===== src/sv/maag_pkg.sv =====
// ----------------------------------------------------------------------------
// Multidim array address generator package
// Beat types, command codes, descriptor layouts and back-end states.
// ----------------------------------------------------------------------------
package maag_pkg;

  localparam int unsigned DIMS_W = 4;
  localparam int unsigned AID_W  = 4;
  localparam int unsigned IDX_W  = 16;
  localparam int unsigned ADDR_W = 64;
  localparam logic [DIMS_W-1:0] CNT_SAT = 4'd15;

  // Input function codes
  typedef enum logic [1:0] {
    FUNC_HDR  = 2'd0,
    FUNC_BND  = 2'd1,
    FUNC_IDX  = 2'd2,
    FUNC_NONE = 2'd3
  } func_e;

  // Result status codes
  typedef enum logic [1:0] {
    STATUS_OK       = 2'd0,
    STATUS_UNDEF    = 2'd1,
    STATUS_MISMATCH = 2'd2
  } status_e;

  // Classified command kinds passed from front to back
  typedef enum logic [1:0] {
    CMD_HDR,
    CMD_BND,
    CMD_IDX
  } cmd_kind_e;

  // Back-end sequencer states
  typedef enum logic [2:0] {
    ST_IDLE,
    ST_MUL_LO,
    ST_MUL_HI,
    ST_ACC,
    ST_ADR_LO,
    ST_ADR_HI,
    ST_DONE
  } back_state_e;

  typedef struct packed {
    logic [1:0]              func;
    logic [AID_W-1:0]        array_id;
    logic [DIMS_W-1:0]       dim_pos;
    logic [31:0]             base_addr;
    logic [15:0]             elem_size;
    logic [DIMS_W-1:0]       num_dims;
    logic signed [IDX_W-1:0] lower_bound;
    logic signed [IDX_W-1:0] upper_bound;
    logic signed [IDX_W-1:0] index_value;
    logic                    last_index;
  } in_item_t;

  typedef struct packed {
    logic signed [ADDR_W-1:0] address;
    logic [AID_W-1:0]         result_array;
    logic [1:0]               status;
  } out_item_t;

  // Command held in the queue between front and back
  typedef struct packed {
    cmd_kind_e kind;
    logic      id_ok;
    in_item_t  item;
  } cmd_t;

  // Descriptor table entry
  typedef struct packed {
    logic [31:0]       base;
    logic [15:0]       size;
    logic [DIMS_W-1:0] dims;
  } desc_t;

  // Bounds table entry
  typedef struct packed {
    logic [IDX_W-1:0] lower;
    logic [IDX_W-1:0] upper;
  } bnd_t;

endpackage


===== src/sv/maag_front.sv =====
// ----------------------------------------------------------------------------
// Multidim array address generator: front end
// Accepts input beats, classifies them and drops those with no effect.
// ----------------------------------------------------------------------------
module maag_front #(
  parameter int NUM_ARRAYS = 16,
  parameter int MAX_DIMS   = 10
) (
  input  logic              in_valid_i,
  input  maag_pkg::in_item_t in_item_i,
  output logic              in_ready_o,
  input  logic              full_i,
  output logic              push_o,
  output maag_pkg::cmd_t    cmd_o
);
  import maag_pkg::*;

  logic      id_ok;
  logic      pos_ok;
  logic      keep;
  cmd_kind_e kind;

  // Check the addressed table entry and dimension position
  assign id_ok  = 32'(in_item_i.array_id) < NUM_ARRAYS;
  assign pos_ok = (in_item_i.dim_pos != '0) && (32'(in_item_i.dim_pos) <= MAX_DIMS);

  // Classify the beat; drop no-op headers, bounds and unused codes
  always_comb begin
    kind = CMD_IDX;
    keep = 1'b0;
    unique case (func_e'(in_item_i.func))
      FUNC_HDR: begin
        kind = CMD_HDR;
        keep = id_ok;
      end
      FUNC_BND: begin
        kind = CMD_BND;
        keep = id_ok && pos_ok;
      end
      FUNC_IDX: begin
        kind = CMD_IDX;
        keep = 1'b1;
      end
      FUNC_NONE: begin
        kind = CMD_IDX;
        keep = 1'b0;
      end
    endcase
  end

  // Build the command, clamping the dimension count
  always_comb begin
    cmd_o       = '0;
    cmd_o.kind  = kind;
    cmd_o.id_ok = id_ok;
    cmd_o.item  = in_item_i;
    if (32'(in_item_i.num_dims) > MAX_DIMS) begin
      cmd_o.item.num_dims = DIMS_W'(MAX_DIMS);
    end
  end

  assign in_ready_o = !full_i;
  assign push_o     = in_valid_i && !full_i && keep;

endmodule


===== config.mk =====
export PLATFORM = sky130hd
export DESIGN_NAME = maag_front
export DESIGN_NICKNAME = d
export VERILOG_FILES = /design/src/sv/maag_pkg.sv /design/src/sv/maag_front.sv
export SDC_FILE = /design/constraint.sdc
export NUM_CORES = 1
export LEC_CHECK = 0
export ABC_AREA = 1
export BUFFER_PORTS_ARGS = -buffer_cell sky130_fd_sc_hd__buf_2
export CAP_MARGIN = 20
export CELL_PAD_IN_SITES_DETAIL_PLACEMENT = 1
export CELL_PAD_IN_SITES_GLOBAL_PLACEMENT = 2
export CORE_MARGIN = 2
export CORE_UTILIZATION = 10
export DETAILED_ROUTE_END_ITERATION = 10
export PLACE_DENSITY_LB_ADDON = 0.1
export SLEW_MARGIN = 10
export SYNTH_ARGS = -nofsm -noshare
export SYNTH_HDL_FRONTEND = slang
export SYNTH_SLANG_ARGS = --single-unit

===== constraint.sdc =====
create_clock -name vclk -period 0.8
set_input_delay 0.08 -clock vclk [all_inputs]
set_output_delay 0.08 -clock vclk [all_outputs]
set_load 0.005 [all_outputs]

* After elaboration in Yosys (flattened, before gate mapping)
Index checks and enable logic that the tools add are counted.
** Storage, ports and cells
- Word-level logic and storage cells :: 16
- RAM bits :: 0
- Memories kept :: 0
- Output and inout bits :: 116
- Input port bits :: 113
- Bits in read-only memories :: 0
- Bits in registers :: 0
- Bits in latches :: 0
** Cells by class
- Magnitude comparators :: 2
- Shift operators :: 0
- Reduce and logical (&&, ||, !) cells :: 8
- Multiply operators :: 0
- $add $sub $neg :: 0
- Div/mod/pow operators :: 0
- Eq/ne operators :: 3
- Multiplexer cells :: 3
- Bitwise logic cells :: 0
** Operators by type and width (number)
- $pmux W2 S3 :: 1
- $eq A2 B2 Y1 const B :: 2
- $gt A4 B4 Y1 const B :: 1
- $le A4 B4 Y1 const B :: 1
- $mux W4 :: 1
- $reduce_bool A4 Y1 :: 1
- $reduce_or A2 Y1 :: 2
- $logic_and A1 B1 Y1 :: 3
- $pmux W1 S3 :: 1
- $eq A2 B1 Y1 const B :: 1
- $logic_not A2 Y1 :: 1
- $logic_not A1 Y1 :: 1

* Longest topological paths before layout
- Word-level depth :: 4
- Depth in mapped cells :: 5
- Depth with buffers taken out :: 5

* Worst setup path after synthesis
OpenSTA, ideal clock, no wires.
- Path kind :: input to output
- Start point :: input in_item_i[52] (netlist name)
- End point :: output cmd_o[50] (netlist name)
- Required time :: 0.720 ns
- Buffers on the path :: 0
- Stages :: 2
- Path slack :: 0.286 ns
- Arrival time :: 0.434 ns
- Cell sequence :: a21boi_2 or2_1
** RTL lines
- start: declaration :: RTL line maag_front.sv:10 : input maag_pkg::in_item_t in_item_i,
- end: declaration :: RTL line maag_front.sv:14 : output maag_pkg::cmd_t cmd_o

==> metrics.csv <==
stage,metric,value,unit
outcome,status,finished clean,
floorplanning,num_io_pins,229,
placed_design,place_area,360,um2
timing,hold_viol_final,0,
global_route,grt_pass1_wl,2.46,mm
global_route,antenna_found_initial,0,
critical_path,critPathKind,in -> out,
finish,layout_commonest_cell,buf_2,
timing,rsz0062_at_grt,yes,
finish,fin_area,398,um2
finish,fillers,1057,
timing,whs,160,ps
finish,syn_to_final_growth,-56.4,%
critical_path,start_kind,primary input,
critical_path,arrival,670,ps
timing,slew_viol_final,0,
timing,period_share,94.1,%
cts,holdBufCountCts,0,
finish,diodes,0,
placed_design,port_buffers,26,
yosys,seq_area_frac_synth,0,%
finish,final_cell_mix,"buf_2 (24), inv_1 (5), nor2_1 (5)",
global_route,gr-total-overflow,0,
route,final_antenna_net_count,0,
finish,nClkBuffers,0,
finish,nets,163,
critical_path,crit_path_max_fanout,3,
route,wirelength,1.83,mm
global_route,grt_max_degree,5,
cts,cts_resized,0,
cts,cts_setup_buffers,0,
floorplanning,die_h,99.6,um
critical_path,endpoint_kind,output pin,
route,drc_errors,0,
pwr,p_per_area,358,nW/um2
yosys,syn-instance-count,132,
floorplanning,fp-row-count,34,
yosys,netlist-cell-type-count,10,
hold_path,min_from,in_item_i[25],
global_route,grtUsageTotal,3.06,%
floorplanning,fp.dieW,99.6,um
timing,setup_violations,0,
finish,n_sequential_cell,0,
timing,min_period,752,ps
placed_design,place_congestion,0.578,
placed_design,place_hpwl,1.59,mm
flow_run,cap_violations,0,
route,drt_iter0_drc,12,
floorplanning,die_area,9910,um2
yosys,syn_nets,245,
hold_path,hold_depth,0,
timing,timing.fmax,1330,MHz
yosys,netlist_area,913,um2
pwr,power.leakage,0.185,nW
yosys,yosys_warnings,0,
hold_path,min_to,cmd_o[25],
yosys,syn_area_per_cell,6.92,um2
route,wl_per_cell,11.7,um
critical_path,cp.required,720,ps
pwr,ir_drop,0.0000464,V
finish,drive_above_1_share,66.7,%
route,vias,360,
floorplanning,initial_utilization,10.4,%
finish,multi_input_area,93.8,um2
finish,regArea,0,um2
hold_path,holdCritPathClass,in -> out,
route,routed_via_density,2.31,
route,drt_pre_antenna_iters,4,
global_route,grt_pass1_vias,413,
floorplanning,core,8810,um2
[critical path, cell delays in order]
cell and delay (ps):
buf_2 90, inv_1 100, a21boi_4 70, or2_1 200, buf_2 120
[worst max path at each step]
stage | from | endpoint | slack [ps]
2_1_floorplan | in_item_i[52] | cmd_o[50] | 290
6_report | in_item_i[51] | cmd_o[50] | 50
4_1_cts | in_item_i[52] | cmd_o[50] | 30
3_3_place_gp | in_item_i[101] | push_o | 30
3_5_place_dp | in_item_i[52] | cmd_o[50] | 30
5_1_grt | in_item_i[102] | push_o | -30
[metal layers]
| metal | vias to the layer above | share of wire [%] | track usage (%) |
|---|---|---|---|
| met5 | - | 0 | 0 |
| met4 | 0 | 18 | 7.06 |
| met3 | 50 | 23 | 2.11 |
| met2 | 69 | 39 | 3.43 |
| met1 | 127 | 20 | 1.98 |
| li1 | 114 | - | - |
[metrics by stage]
step / cells / setup slack, ps / TNS (ps) / total power [mW] / util (%)
finish: 156 / 47.6 / 0 / 0.143 / 4.52
CTS: 156 / 28.6 / 0 / 0.126 / 4.09
floorplan: 132 / 286 / 0 / 0.475 / -
global route: 156 / -25.7 / -25.7 / 0.159 / 4.52
detailed placement: 156 / 28.8 / 0 / 0.126 / 4.09
global placement: 156 / 25.3 / 0 / 0.133 / 4.09
[power by group]
part	leakage, nW	switching (mW)	internal (mW)
Combinational	0.185	0.0687	0.0738
Sequential	0	0	0
Clock	0	0	0
[cell usage after synthesis]
cell type	number	share of area (%)
nand2_1	6	2.5
a21oi_1	1	0.55
nor2_1	5	2.1
clkbuf_1	2	0.82
or2_1	1	0.69
nand3_1	1	0.55
a21boi_2	1	1.2
buf_4	108	89
inv_1	6	2.5
conb_1	1	0.41
[area by class of cell]
type,instances,area share [%]
multi-input combinational,16,23.6
tap,108,34.0
inverter,6,5.66
timing repair buffer,26,36.8
[cells by family (layout without fill, tap and decap cells)]
group	after synthesis	in the layout	synth area share [%]
AOI/OAI and AO/OA	2	2	1.78
buffers and inverters	116	32	92.1
and+or+nand+nor	13	13	5.75
other	1	1	0.411
Note: power is estimated with default switching activity, not from simulation.
