### src/sv/maag_pkg.sv
// ----------------------------------------------------------------------------
// Multidim array address generator package
// Beat types, command codes, descriptor layouts and back-end states.
// ----------------------------------------------------------------------------
package maag_pkg;

  localparam int unsigned DIMS_W = 4;
  localparam int unsigned AID_W  = 4;
  localparam int unsigned IDX_W  = 16;
  localparam int unsigned ADDR_W = 64;
  localparam logic [DIMS_W-1:0] CNT_SAT = 4'd15;

  // Input function codes
  typedef enum logic [1:0] {
    FUNC_HDR  = 2'd0,
    FUNC_BND  = 2'd1,
    FUNC_IDX  = 2'd2,
    FUNC_NONE = 2'd3
  } func_e;

  // Result status codes
  typedef enum logic [1:0] {
    STATUS_OK       = 2'd0,
    STATUS_UNDEF    = 2'd1,
    STATUS_MISMATCH = 2'd2
  } status_e;

  // Classified command kinds passed from front to back
  typedef enum logic [1:0] {
    CMD_HDR,
    CMD_BND,
    CMD_IDX
  } cmd_kind_e;

  // Back-end sequencer states
  typedef enum logic [2:0] {
    ST_IDLE,
    ST_MUL_LO,
    ST_MUL_HI,
    ST_ACC,
    ST_ADR_LO,
    ST_ADR_HI,
    ST_DONE
  } back_state_e;

  typedef struct packed {
    logic [1:0]              func;
    logic [AID_W-1:0]        array_id;
    logic [DIMS_W-1:0]       dim_pos;
    logic [31:0]             base_addr;
    logic [15:0]             elem_size;
    logic [DIMS_W-1:0]       num_dims;
    logic signed [IDX_W-1:0] lower_bound;
    logic signed [IDX_W-1:0] upper_bound;
    logic signed [IDX_W-1:0] index_value;
    logic                    last_index;
  } in_item_t;

  typedef struct packed {
    logic signed [ADDR_W-1:0] address;
    logic [AID_W-1:0]         result_array;
    logic [1:0]               status;
  } out_item_t;

  // Command held in the queue between front and back
  typedef struct packed {
    cmd_kind_e kind;
    logic      id_ok;
    in_item_t  item;
  } cmd_t;

  // Descriptor table entry
  typedef struct packed {
    logic [31:0]       base;
    logic [15:0]       size;
    logic [DIMS_W-1:0] dims;
  } desc_t;

  // Bounds table entry
  typedef struct packed {
    logic [IDX_W-1:0] lower;
    logic [IDX_W-1:0] upper;
  } bnd_t;

endpackage

### src/sv/maag_queue.sv
// ----------------------------------------------------------------------------
// Multidim array address generator: command queue
// Two-entry queue that lets the front and back stall independently.
// ----------------------------------------------------------------------------
module maag_queue (
  input  logic           clk_i,
  input  logic           rst_ni,
  input  logic           push_i,
  input  maag_pkg::cmd_t cmd_i,
  output logic           full_o,
  input  logic           pop_i,
  output logic           empty_o,
  output maag_pkg::cmd_t head_o
);
  import maag_pkg::*;

  cmd_t       entry_q [2];
  logic       wr_ptr_q, wr_ptr_d;
  logic       rd_ptr_q, rd_ptr_d;
  logic [1:0] cnt_q, cnt_d;

  assign full_o  = cnt_q == 2'd2;
  assign empty_o = cnt_q == 2'd0;
  assign head_o  = entry_q[rd_ptr_q];

  // Advance pointers and fill count
  always_comb begin
    wr_ptr_d = wr_ptr_q;
    rd_ptr_d = rd_ptr_q;
    cnt_d    = cnt_q;
    if (push_i) begin
      wr_ptr_d = !wr_ptr_q;
    end
    if (pop_i) begin
      rd_ptr_d = !rd_ptr_q;
    end
    if (push_i && !pop_i) begin
      cnt_d = cnt_q + 2'd1;
    end else if (pop_i && !push_i) begin
      cnt_d = cnt_q - 2'd1;
    end
  end

  always_ff @(posedge clk_i or negedge rst_ni) begin
    if (!rst_ni) begin
      wr_ptr_q <= 1'b0;
      rd_ptr_q <= 1'b0;
      cnt_q    <= 2'd0;
    end else begin
      wr_ptr_q <= wr_ptr_d;
      rd_ptr_q <= rd_ptr_d;
      cnt_q    <= cnt_d;
    end
  end

  // Store the pushed command
  always_ff @(posedge clk_i) begin
    if (push_i) begin
      entry_q[wr_ptr_q] <= cmd_i;
    end
  end

endmodule

### config.mk
export PLATFORM = sky130hd
export DESIGN_NAME = maag_queue
export DESIGN_NICKNAME = d
export VERILOG_FILES = /design/src/sv/maag_pkg.sv /design/src/sv/maag_queue.sv
export SDC_FILE = /design/constraint.sdc
export NUM_CORES = 1
export LEC_CHECK = 0
export BUFFER_PORTS_ARGS = -buffer_cell sky130_fd_sc_hd__buf_2
export CORE_UTILIZATION = 49
export DETAILED_ROUTE_END_ITERATION = 6
export PLACE_DENSITY = 0.75
export SYNTH_ARGS = -nofsm -noshare
export SYNTH_HDL_FRONTEND = slang
export SYNTH_SLANG_ARGS = --single-unit
### constraint.sdc
create_clock -name clk_i -period 14.83 [get_ports clk_i]
set_input_delay 0.7415 -clock clk_i [delete_from_list [all_inputs] [get_ports clk_i]]
set_output_delay 0.7415 -clock clk_i [all_outputs]
set_load 0.05 [all_outputs]
# Yosys cells after proc, flatten, opt, wreduce, memory -nomap -nowiden
# Memories as Yosys holds them, arrays and structs flattened.
# Cells that the tools add are included.
op_classes:
  n_addsub: 2
  multipliers: 0
  div: 0
  magnitude_cmp: 0
  eq_ne: 1
  n_shift: 0
  muxes: 4
  bitwise: 0
  n_reduce_logical: 8
ops:
  columns: ["operator", "n"]
  rows:
  - ["1-bit logical NOT", 4]
  - ["2-bit 2-to-1 mux", 2]
  - ["2-bit by 1-bit adder with 2-bit output (second input constant)", 1]
  - ["2-bit equality test (second input constant)", 1]
  - ["1-bit logical AND", 2]
  - ["2-bit logical NOT", 1]
  - ["1-bit 2-to-1 mux", 2]
  - ["2-bit nonzero test", 1]
  - ["2-bit by 1-bit subtractor with 2-bit output (second input constant)", 1]
word_totals:
  ff_bits: 4
  latch_bits: 0
  ramBits: 228
  romBits: 0
  in_bits: 118
  output_inout_bits: 116
  wordCells: 19
  mem_count: 1
memory_table:
  columns: ["name", "words", "width", "read_ports", "rd_clocked_by_memory_dff", "wr", "line", "source"]
  rows:
  - ["entry_q", 2, 114, 1, 0, 1, "maag_queue.sv:17", "cmd_t entry_q [2];"]

# Logic depth before layout (Yosys ltp)
depth:
  word_depth: 4
  depth_mapped: 5
  ltp_nobuf: 5

# Worst setup path before layout
# Ideal clock, no wire load.
synth_timing:
  path_kind: "input to register"
  startpoint: "input push_i"
  endpoint: "memory entry_q[0][0] in the netlist's numbering, enable pin"
  setup_ps: 602
  arrival_ps: 5692
  required_ps: 14228
  slack_ps: 8537
  stages: 1
  path_buffers: 0
  cell_sequence: "nor2b_1"
synth_between:
  elab_chain_cells: 2
synth_lines:
  columns: ["item", "line", "source"]
  rows:
  - ["start, declared", "maag_queue.sv:8", "input logic push_i,"]
  - ["1-bit 2-to-1 mux", "maag_queue.sv:58", "if (push_i) begin"]
  - ["1-bit 2-to-1 mux (implied by the code)", "maag_queue.sv:59", "entry_q[wr_ptr_q] <= cmd_i;"]
  - ["end, declared", "maag_queue.sv:17", null]
# Every way passes these cells.

==> impl_metrics.csv <==
group,metric,value,unit
synth,postSynthCellCount,371,
drt,first_pass_iters,4,
critical_path,path_cells,"buf_4 > mux2_2 > buf_2",
synth,ys_ff_latch,232,
synth,synthMuxAreaShare,17.1,%
timing,setup_tns,0,ps
timing,slew_headroom,34.4,%
grt,antenna_found_initial,0,
clock_tree,cts_tree,"built",
floorplan,ios,234,
critical_path,path_buf_inv,2,
place,io_buffer_count,233,
synth,yosysUniqueCellTypes,13,
finish,n_antenna_cell,0,
critical_path,end_kind,"output port",
grt,grt_pass1_vias,4351,
critical_path,crit_path_max_incr_delay,940,ps
synth,synth_compound_area_share,0,%
drt,vias,4212,
clock_tree,cts_resized,0,
synth,netlist.area_leader.share,79.5,%
clock_tree,clk_pin_slew,60,ps
critical_path,slowest_stage,"dfrtp_4",
synth,synthAdderAreaFrac,0.145,%
timing,min_period,3750,ps
clock_tree,cts_made_buffers,23,
synth,async_flop_share,1.72,%
synth,yosys-top-cells-area,"edfxtp_1 79%, mux2_4 8.7%, mux2_2 8.4%, dfrtp_1 1.2%, buf_6 0.92%",
floorplan,rows,48,
synth,synth_top_cell_by_area,"edfxtp_1",
synth,synth-edff-count,228,
synth,syn_nets,490,
synth,avgSynthCellArea,23.2,um2
clock_tree,clock_sinks,232,
critical_path,criticalPathCategory,"flop to output port",
place,dp_hpwl,10100,um
synth,yosysMostFrequentCell,"edfxtp_1",
synth,synth_warnings,0,
synth,synth-main-ff-cell,"edfxtp_1",
power_and_ir_drop,total_power,2490,uW
floorplan,chipHeight,135,um
min_path,hp-class,"primary input to asynchronous set/reset pin",
drt,totalWireLength,15200,um
finish,areaGrowthSynthToFinish,25.0,%
place,place_congestion,0.718,
timing,skew,12.7,ps
synth,synth_commonest_cells,"228 x edfxtp_1, 64 x mux2_2, 50 x mux2_4, 7 x buf_6, 6 x buf_2",
grt,grt_max_degree,63,
floorplan,die_w,135,um
drt,postRouteAntennaNets,0,
finish,drive_gt1_share,61.3,%
grt,grt_pass1_wl,22500,um
grt,grt_usage,16.3,%
drt,drt_iter0_markers,226,
timing,holdWs,37.0,ps
timing,setup_viol,0,
power_and_ir_drop,peakVddDrop,228,uV
timing,max_freq,0.267,GHz
clock_tree,cts_setup_buffers,0,
outcome,status,"complete, no violations",
critical_path,cp_max_fo,61,
floorplan,dieArea,18100,um2
clock_tree,cts_buffer_depth,3,
grt,overflow,0,
clock_tree,cts-htree-levels,1,
critical_path,path_delay_family,"buffers and inverters",
synth,synth_top_family_by_area,"multiplexers",
run,maxCapViolations,0,
drt,wire_per_inst,17.7,um
timing,worst_pin_slew,985,ps
floorplan,core-area,17200,um2
critical_path,regToRegSetupSlack,12520,ps
clock_tree,cts-root-buf,"clkbuf_16",
power_and_ir_drop,power.density,231,nW/um2
clock_tree,ctsHoldBuffers,0,
power_and_ir_drop,p_leak,0.00421,uW
critical_path,worstPathRequired,14090,ps
timing,finalHoldViolations,0,
clock_tree,worstSkewPairLatency,490,ps
synth,synth-simple-area-share,0.305,%
floorplan,initial_core_util,50.0,%
timing,final_max_slew_viol_count,0,
synth,synth_xor_area_share,0.508,%
synth,syn_area,8610,um2
timing,finalCritPeriodShare,25.3,%
critical_path,critPathLaunchType,"flop",
synth,ys_seq_area_share,80.7,%
drt,vias_per_cell,4.89,
finish,layout.nets,739,
drt,remaining_drc_errors,0,
finish,fin_util,62.5,%
timing,rsz0062_at_grt,"false",
critical_path,crit_arrival,3010,ps
-- path summary, 6_finish.rpt --
path,startpoint,cells after the start,to
max reg2reg,wr_ptr_q,2,entry_q[1][113]
min in group clk_i,cmd_i[74],1,entry_q[0][74]
min,rst_ni,1,cnt_q[1]
max in group asynchronous,rst_ni,1,rd_ptr_q
max,rd_ptr_q,3,head_o[33]
min reg2reg,cnt_q[1],1,cnt_q[1]
-- registers in the layout, summed over array words and instances, names as in the netlist --
name and cells:
wr_ptr_q 1, cnt_q 2, entry_q 228, rd_ptr_q 1
-- through the flow --
step                worst slack (ps)  instance area, um2  instances
floorplan                       8540                8610        371
detailed placement             11560               10000        820
CTS                            11000               10800        861
global placement               11610               10000        820
finish                         11080               10800        861
global route                   10920               10800        861
-- kinds of logic after synthesis --
family | after synthesis
buffers and inverters | 14
adder cells (fa/ha/maj) | 1
XOR/XNOR | 5
multiplexers | 114
AND/OR/NAND/NOR | 5
flip-flops | 232
-- metal layers --
metal  up-vias  global-route usage, %  share of wire [%]
li1       1971                      -                  -
met1      2049                   20.0                 39
met2       167                   27.9                 50
met3        25                   5.03                8.7
met4         0                   4.87                1.7
met5         -                      0                  0
-- where the power goes --
| part | internal, uW | leakage [uW] | switching (uW) | total, uW |
|---|---|---|---|---|
| registers | 872 | 0.00219 | 63.4 | 935 |
| clock network | 357 | 0.000377 | 224 | 581 |
| logic | 289 | 0.00165 | 683 | 972 |
-- cell usage in the layout, fill, tap and decap left out --
cell / instances
clkinvlp_4: 2
ha_1: 1
xor2_1: 4
clkbuf_8: 4
mux2_4: 50
xnor2_1: 1
clkinv_1: 1
clkbuf_16: 23
inv_1: 1
clkbuf_1: 4
clkinv_2: 4
nor2b_1: 1
dfrtp_4: 1
and2_4: 1
mux2_2: 64
buf_4: 4
bufinv_16: 3
edfxtp_1: 228
dfrtp_1: 3
nor2_1: 2
nor2b_4: 1
buf_2: 233
-- worst reg2reg max path, cell delays in order (launching register included) --
cell	delay, ps
dfrtp_1	420
and2_4	640
buf_4	810
-- area by class of cell --
type | count | area [um2]
clock inverters | 10 | 129
multi-input cells | 125 | 1560
clock buffers | 31 | 646
repair buffers | 237 | 1200
fillers | 1243 | 6470
flip-flops and latches | 232 | 6950
inverters | 1 | 3.75
well taps | 225 | 282
(Power assumes the default switching activity.)
